`src/rtl/lcs_pkg.sv`:
```
// Shared types for the LCS engine.
// No dependencies; used by front, queue and back.
`default_nettype none
package lcs_pkg;
  localparam int LEN_W = 7;   // sequence length, 0..64
  localparam int IDX_W = 6;   // symbol slot within a sequence
  localparam int SYM_W = 8;

  // Queue word from the front: optional symbol store, optional run request
  typedef struct packed {
    logic             sel;       // 0 first sequence, 1 second
    logic             wr;        // store sym at addr
    logic [IDX_W-1:0] addr;
    logic [SYM_W-1:0] sym;
    logic             pair_end;  // pair closed, run the table
    logic [LEN_W-1:0] n_len;
    logic [LEN_W-1:0] m_len;
    logic             ovf;
  } cmd_t;
endpackage
`default_nettype wire

```
`src/rtl/lcs_fifo.sv`:
```
// Two-word queue between the LCS front and back.
// Depends on lcs_pkg.
`default_nettype none
module lcs_fifo (
  input  wire            clk,
  input  wire            rst,
  input  wire            push,
  input  lcs_pkg::cmd_t  push_word,
  output logic           full,
  input  wire            pop,
  output logic           nonempty,
  output lcs_pkg::cmd_t  head
);
  import lcs_pkg::*;

  cmd_t       mem [2];
  logic       wp, rp;
  logic [1:0] cnt;

  assign full     = (cnt == 2'd2);
  assign nonempty = (cnt != 2'd0);
  assign head     = mem[rp];

  always_ff @(posedge clk) begin
    if (push) mem[wp] <= push_word;
  end

  always_ff @(posedge clk) begin
    if (rst) begin
      wp  <= 1'b0;
      rp  <= 1'b0;
      cnt <= 2'd0;
    end else begin
      if (push) wp <= ~wp;
      if (pop) rp <= ~rp;
      if (push && !pop) cnt <= cnt + 2'd1;
      else if (pop && !push) cnt <= cnt - 2'd1;
    end
  end
endmodule
`default_nettype wire

```
`config.mk`:
```
export PLATFORM = sky130hd
export DESIGN_NAME = lcs_fifo
export DESIGN_NICKNAME = d
export VERILOG_FILES = /design/src/rtl/lcs_pkg.sv /design/src/rtl/lcs_fifo.sv
export SDC_FILE = /design/constraint.sdc
export NUM_CORES = 1
export LEC_CHECK = 0
export BUFFER_PORTS_ARGS = -buffer_cell sky130_fd_sc_hd__buf_2
export CAP_MARGIN = 15
export CORE_MARGIN = 2
export CORE_UTILIZATION = 51
export CTS_CLUSTER_DIAMETER = 30
export DETAILED_ROUTE_END_ITERATION = 10
export PLACE_DENSITY = 0.77
export SYNTH_ARGS = -nofsm -noshare
export SYNTH_HDL_FRONTEND = slang
export SYNTH_SLANG_ARGS = --single-unit
```
`constraint.sdc`:
```
create_clock -name clk -period 2.5 [get_ports clk]
set_input_delay 0.375 -clock clk [delete_from_list [all_inputs] [get_ports clk]]
set_output_delay 0.375 -clock clk [all_outputs]
set_load 0.01 [all_outputs]
```
==> metrics.txt <==
status complete, no violations; DIE WIDTH 74.29 um; WP data required 2.12 ns; Hold Crit Class in2reg; Post-Syn Nets 159; pre-CTS setup slack 0.9114 ns; clk slew on worst S/H paths 0.07 ns; Post-DP HPWL 3022 um; area growth from synthesis to layout 25.87%; worst-path maximum fanout 20; routability cong. 0.7422; via count 1,321; Worst-Skew Late Latency 0.33 ns; total CTS buffers 9; fin cells 275; final hold vios 0; WL per Instance 15.68 um; switch share 21.20%; P_int 2.035 mW; PwrDens 814.4 mW/mm^2; routed wire length 4311 um; maximum vdd drop 0.0005535 V; GRT Overall Usage 17.08%; Mapped Cells 122; core area 0.004755 sq mm; port bufs 69; CTS H-tree lvls 3; unrepaired setup endpoints after global routing false; largest net degree at the start of global routing 21; switching power total 0.5477 mW; Tcrit/Tclk final 73.48%; Pins Over Slew Limit 0; vias per cell 4.804; worst-margin pin slew 0.3813 ns; diodes inserted 0; first-pass GRT wire length 6479 um; fmax 0.5443 GHz; CTS tree done; violation count after the first detailed-route iteration 47; Yosys reg bits 69; Initial Utilization 53.00%; Max-Cap Viols 0; post-route setup slack 0.6629 ns; Leakage 1.227 nW; sequential area share after synthesis 80.24%; Worst slew margin 74.53%; critical path startpoint category register; min Tclk post-route 1.837 ns; Remaining Overflow, GRT 0; hold buffer count at CTS 0; drt pass-1 iters 4; nets@finish 240; combinational power share 11.2%; number of distinct library cells after synthesis 18; filler instances 347; initial antenna violation count 0; Clock Tree Buf Depth 2; row count 25; Fin Setup TNS 0 ns; vias in the first global route 1,387; ratio of cells with drive above 1 in the final layout 57.69%; crit path kind reg2out; Die Ht 74.29 um; Worst setup EP type output port; Final Skew 0.005064 ns; Clk pwr share 35.9%; Resized Gates After CTS 0; CTS Root Cell clkbuf_8; setup bufs post-CTS 0; Placed Cells 259; clk sinks 69; io pins 70; Worst EP arrival 1.46 ns; part of the power in registers 52.9%; die area 0.005519 sq mm; setup violators final 0; DRT antenna net count 0; Synth Warn # 0; Post-Syn Area per Cell 20.66 sq um; Remaining DRCs 0; post-layout power 2.583 mW; Post-Syn Area 0.002520 sq mm
==> cell usage after synthesis <==
master | instances | area, sq um
nor2b_1 | 1 | 6.260
mux2_1 | 2 | 22.52
or2_2 | 1 | 6.260
buf_4 | 3 | 22.52
xor2_1 | 2 | 17.52
clkbuf_2 | 1 | 5.000
xnor2_1 | 2 | 17.52
ha_1 | 1 | 12.51
mux2_2 | 30 | 337.8
o21ai_0 | 1 | 5.000
nor2_1 | 4 | 15.01
dfxtp_1 | 5 | 100.1
inv_1 | 1 | 3.750
a21oi_1 | 1 | 5.000
or3_1 | 1 | 6.260
and2b_2 | 1 | 8.760
edfxtp_1 | 64 | 1922
and2_1 | 1 | 6.260
==> through the flow <==
| stage | cell area (sq um) | utilization [%] | hold WS (ns) |
|---|---|---|---|
| after floorplan | 2520 | - | 0.4441 |
| after global placement | 2967 | 62.39 | 0.4723 |
| after detailed placement | 2967 | 62.39 | 0.5146 |
| after CTS | 3172 | 66.71 | 0.2072 |
| after global routing | 3172 | 66.71 | 0.2135 |
| final | 3172 | 66.71 | 0.2256 |
==> state kept, by name, indices dropped and copies added (netlist names), named ones only <==
name  flops
mem      64
rp        1
cnt       2
wp        1
==> critical path, cell delays in order, from the launching register on <==
cell	delay, ns
dfxtp_1	0.33
buf_4	0.27
mux2_2	0.38
buf_2	0.14
==> power by group through the flow <==
stage	Sequential (mW)	Combinational, mW	Clock [mW]
finish	1.37	0.290	0.927
global placement	1.38	0.283	0
CTS	1.37	0.295	0.951
floorplan	1.38	0.171	0
detailed placement	1.39	0.293	0
global route	1.37	0.316	0.993
==> path summary, 6_finish.rpt <==
kind / from / endpoint / slack, ns / depth (start not counted)
worst min-delay path: push_word[14] / mem[1][14] / 0.23 / 1
worst max-delay path: register / head[15] / 0.66 / 3
worst min register to register: rp / register / 0.55 / 2
worst max register to register: wp / mem[0][0] / 1.10 / 2
==> per-layer routing <==
layer / up-vias / part of all wire [%] / track usage [%] / wire [um]
met5: - / 0 / 0 / 0
met4: 0 / 3.2 / 11.90 / 137
met3: 11 / 5.5 / 4.743 / 237
met2: 42 / 54 / 29.56 / 2326
met1: 639 / 37 / 18.00 / 1609
li1: 629 / - / - / -
==> logic make-up after synthesis <==
logic type	after synthesis	share of synthesized area, %
buffers and inverters	5	1.241
adders and majority gates	1	0.4964
AOI/OAI and AO/OA	2	0.3968
xor gates and xnor gates	4	1.391
DFF	69	80.24
and+or+nand+nor	9	1.937
muxes	32	14.30
==> placed cells by master (no fill, tap or decap), types with 2 or more instances in the layout <==
cell type / synthesis / final
clkbuf_8: 0 / 9
buf_2: 0 / 69
buf_4: 3 / 5
bufinv_16: 0 / 2
xnor2_1: 2 / 2
dfxtp_1: 5 / 5
mux2_1: 2 / 2
nor2_1: 4 / 4
xor2_1: 2 / 2
clkinv_1: 0 / 2
mux2_2: 30 / 30
clkinv_2: 0 / 2
edfxtp_1: 64 / 64
==> final cells by class <==
type	count	area, sq um	area share, %
flip-flops and latches	69	2022	63.75
multi-input cells	48	474.2	14.95
clock buffers	10	127.6	4.024
repair buffers	74	382.9	12.07
well taps	67	83.83	2.643
inverters	1	3.754	0.1183
clock inverters	6	77.57	2.446
No activity file was read; power rests on OpenSTA's default activity.
