### src/rtl/lcs_pkg.sv
// Shared types for the LCS engine.
// No dependencies; used by front, queue and back.
`default_nettype none
package lcs_pkg;
  localparam int LEN_W = 7;   // sequence length, 0..64
  localparam int IDX_W = 6;   // symbol slot within a sequence
  localparam int SYM_W = 8;

  // Queue word from the front: optional symbol store, optional run request
  typedef struct packed {
    logic             sel;       // 0 first sequence, 1 second
    logic             wr;        // store sym at addr
    logic [IDX_W-1:0] addr;
    logic [SYM_W-1:0] sym;
    logic             pair_end;  // pair closed, run the table
    logic [LEN_W-1:0] n_len;
    logic [LEN_W-1:0] m_len;
    logic             ovf;
  } cmd_t;
endpackage
`default_nettype wire

### src/rtl/lcs_front.sv
// LCS front: takes input words, tracks lengths, close flags and overflow.
// Depends on lcs_pkg; feeds lcs_fifo.
`default_nettype none
module lcs_front #(
  parameter int MAX_LEN = 64
) (
  input  wire            clk,
  input  wire            rst,
  input  wire            accept,
  input  wire            opcode,
  input  wire            has_symbol,
  input  wire [7:0]      symbol,
  input  wire            last,
  output logic           push,
  output lcs_pkg::cmd_t  push_word
);
  import lcs_pkg::*;

  logic [1:0]       ended, ended_next, bitm;
  logic [LEN_W-1:0] len_a, len_b, cur_len;
  logic             ovf, ovf_next, closed, wr;

  always_comb begin
    bitm       = opcode ? 2'b10 : 2'b01;
    closed     = |(ended & bitm);
    cur_len    = opcode ? len_b : len_a;
    wr         = has_symbol && (cur_len < LEN_W'(MAX_LEN));
    ovf_next   = ovf | (has_symbol && !wr);
    ended_next = ended | (last ? bitm : 2'b00);
    push_word.sel      = opcode;
    push_word.wr       = wr;
    push_word.addr     = cur_len[IDX_W-1:0];
    push_word.sym      = symbol;
    push_word.pair_end = (ended_next == 2'b11);
    push_word.n_len    = len_a + LEN_W'(wr && !opcode);
    push_word.m_len    = len_b + LEN_W'(wr && opcode);
    push_word.ovf      = ovf_next;
    push = accept && !closed && (wr || push_word.pair_end);
  end

  always_ff @(posedge clk) begin
    if (rst) begin
      ended <= 2'b00;
      len_a <= '0;
      len_b <= '0;
      ovf   <= 1'b0;
    end else if (accept && !closed) begin
      if (push_word.pair_end) begin
        ended <= 2'b00;
        len_a <= '0;
        len_b <= '0;
        ovf   <= 1'b0;
      end else begin
        ended <= ended_next;
        len_a <= push_word.n_len;
        len_b <= push_word.m_len;
        ovf   <= ovf_next;
      end
    end
  end
endmodule
`default_nettype wire

### config.mk
export PLATFORM = sky130hd
export DESIGN_NAME = lcs_front
export DESIGN_NICKNAME = d
export VERILOG_FILES = /design/src/rtl/lcs_pkg.sv /design/src/rtl/lcs_front.sv
export SDC_FILE = /design/constraint.sdc
export NUM_CORES = 1
export LEC_CHECK = 0
export BUFFER_PORTS_ARGS = -buffer_cell sky130_fd_sc_hd__buf_4
export CORE_MARGIN = 4
export CORE_UTILIZATION = 50
export CTS_BUF_LIST = sky130_fd_sc_hd__clkbuf_4
export DETAILED_ROUTE_END_ITERATION = 10
export PLACE_DENSITY = 0.89
export RECOVER_POWER = 100
export SYNTH_ARGS = -nofsm -noshare
export SYNTH_HDL_FRONTEND = slang
export SYNTH_SLANG_ARGS = --single-unit
### constraint.sdc
create_clock -name clk -period 3.6 [get_ports clk]
set_input_delay 0.54 -clock clk [delete_from_list [all_inputs] [get_ports clk]]
set_output_delay 0.54 -clock clk [all_outputs]
set_load 0.005 [all_outputs]
==> flow_summary.ini <==
[route]
num_vias = 1067
vias_per_cell = 5.676
drt-pass1-iter-count = 4
route.detailed.drc = 0
drt_iter0_drc = 14
wire_per_inst_um = 14.73
final_antenna_net_count = 0
drt-total-wl_mm = 2.769

[finish]
fin_nets = 179
final_area_sq_um = 1354
syn2layout_area_growth_pct = 10.52
fill_cells = 196
utilization_pct = 59.48
drive_gt1_share_pct = 30.00
antennaDiodeCount = 0

[power]
peakVddDrop_mv = 0.1744
p_sw_share_pct = 28.49
pwr_density_cell_nw_per_um2 = 272.3
leakage_uw = 0.0005732
clkPwrFrac_pct = 31.0
p_seq_share_pct = 52.9
power.internal_uw = 263.6
p_sw_uw = 105.0
comb_power_share_pct = 16.2

[setup_path]
cp.required_ns = 3.06
cp-start-kind = input pin
crit_fanout = 18
arrival_ns = 2.00
crit_path_frequent_cell = ha_1
worstSetupPathType = in -> out
critical-path-max-stage-delay_ns = 0.26
slowest_stage = ha_1
worstPathCellList = buf_4 > nor3_1 > ha_1 > ha_1 > nand2_1 > nor2_1 > xor2_1 > clkbuf_4
endpoint_kind = output port

[yosys]
ys_seq_area_share_pct = 27.78
synthXorXnorAreaFrac_pct = 7.150
yosys_warnings = 0
synth_cells = 147
synth_seq_cells = 17
synthesis.nets = 165
synth.distinct_cells = 30
synth_top_family_by_area = compound AO/OA/AOI/OAI gates
synth-edff-count = 0
synth-compound-area-share_pct = 23.19
synth_area_leader_cell = dfxtp_1
ys_top_cells_by_area = dfxtp_1 28%, buf_4 6.7%, nand2_1 6.7%
muxShareOfSynthArea_pct = 7.048
ys_async_sr_fraction_pct = 0
syn_avg_cell_area_sq_um = 8.333
synth_area_sq_um = 1225
synth-simple-area-share_pct = 16.75
ys.flop_type = dfxtp_1
synth_top_area_share_pct = 27.78
yosys.area_share.adder_pct = 4.086

[sta]
finClkSkew_ns = 0.004063
final.setup.tns_ns = 0
hold_viol = 0
fin_ws_ns = 1.061
hold_ws_ns = 0.4585
rsz0062_at_grt = false
max_freq_mhz = 393.8
min_period_over_period_pct = 70.53
fin_crit_ns = 2.539
max_slew_margin_pct = -21.22
finalSetupViolCount = 0
drv_slew = 16
tightestPinTransition_ns = 1.804

[die]
fp.coreArea_sq_um = 2276
die_height_um = 57.50
pin_count = 47
die_x_um = 57.50
start_util_pct = 53.82
rows = 17
die_area_sq_um = 3306

[clock_network]
clk_pin_slew_worst_paths_ns = 0.10
clock_latency_ns = 0.30
post_cts_buffers = 0
ctsHoldBuffers = 0
clock_sinks = 17
cts-root-buf = clkbuf_4
cts_resized = 0
cts_tree = done
numCtsBuffers = 3
htree_levels = 1
cts_buffer_depth = 2

[place]
pre_cts_ws_ns = 1.090
port_buffers = 30
gp_congestion = 0.8383
dpl_cell_area_sq_um = 1336
dp_hpwl_mm = 2.096

[global_routing]
grt_pass1_vias = 1026
gr-total-overflow = 0
grt_max_degree = 19
grt_antenna_before_repair = 0
grt_usage_pct = 17.66
grt_pass1_wl_mm = 4.733

[job]
maxCapViolCount = 1

[min_path]
hold_path_class = reg -> reg

[outcome]
violations = capacitance limit, slew limit
status = finished with violations
cells in the mapped netlist (all sizes together), types with 2 or more instances:
| library cell | instances |
|---|---|
| nand2 | 22 |
| buf | 17 |
| dfxtp | 17 |
| a21oi | 10 |
| nor2 | 10 |
| o211ai | 10 |
| nand3 | 9 |
| inv | 6 |
| xor2 | 6 |
| mux2 | 5 |
| a32o | 4 |
| clkbuf | 4 |
| ha | 4 |
| o2111ai | 4 |
| xnor2 | 4 |
| mux2i | 3 |
| o21ai | 3 |
| nor2b | 2 |
| nor3 | 2 |
power groups by stage:
stage,combinational (uW),sequential [uW],clock (uW)
floorplan,51.2,198,0
global placement,59.1,199,0
detailed placement,61.2,199,0
CTS,61.4,195,117
global route,64.9,196,126
finish,59.6,195,114
layout by cell type, fill, tap and decap left out:
master	synthesis	layout
nor2_1	10	10
a21oi_1	4	5
dfxtp_1	17	17
a21oi_2	6	5
a31oi_1	1	1
o21ai_0	3	3
nand2b_1	1	1
xnor2_1	4	4
nor3_1	1	2
clkbuf_4	0	27
mux2i_1	3	3
o211ai_2	5	5
o211ai_1	5	5
a211oi_1	1	1
mux2_2	5	5
a32o_1	4	4
inv_1	6	6
xor2_1	6	6
o2111ai_1	4	4
buf_4	11	6
clkbuf_1	2	1
ha_1	4	4
nor2b_1	2	2
nand2_1	22	22
or2_0	0	1
nand3_1	9	9
o21bai_1	1	1
metal layers:
metal  GRT usage [%]  wire length [um]  part of all wire [%]
met5               0                 0                     0
met3           3.394               190                   6.9
met4           6.954                42                   1.5
met1           22.83              1177                    43
met2           28.71              1358                    49
cell families (layout without fill, tap and decap cells):
group	after synthesis	count (layout)
AO/OA/AOI/OAI	34	34
XOR/XNOR	10	10
AND/OR/NAND/NOR	47	47
flip-flops	17	17
adder cells (fa/ha/maj)	4	4
multiplexers	8	8
buffers and inverters	27	40
layout make-up:
class / count / area [sq um] / share of cell area (%)
clock buffers: 4 / 30.03 / 2.218
inverters: 6 / 22.52 / 1.664
multi-input cells: 103 / 704.4 / 52.03
flip-flops and latches: 17 / 340.3 / 25.14
well taps: 28 / 35.03 / 2.588
repair buffers: 30 / 221.5 / 16.36
critical path: cells and delay by family:
kind | cells | cell delay [ns]
simple gates | 3 | 0.40
buf+inv | 2 | 0.35
fa+ha+maj | 2 | 0.50
xor+xnor | 1 | 0.21
registers in the layout, indices dropped and copies added (netlist names):
name and cells:
len_a 7, len_b 7, ended 2, ovf 1
per-stage QoR:
step,total power (uW),instances
global placement,258.2,184
detailed placement,260.5,184
CTS,373.0,188
global route,386.1,188
finish,368.6,188
floorplan,249.4,147
worst paths after layout:
kind	startpoint	to	slack (ns)	depth (start not counted)
max	opcode	push_word[14]	1.06	8
min	ovf	ovf	0.46	2
max reg2reg	ended[0]	len_a[5]	1.22	3
min reg2reg	ovf	ovf	0.46	2
Note: power is estimated with default switching activity, not from simulation.
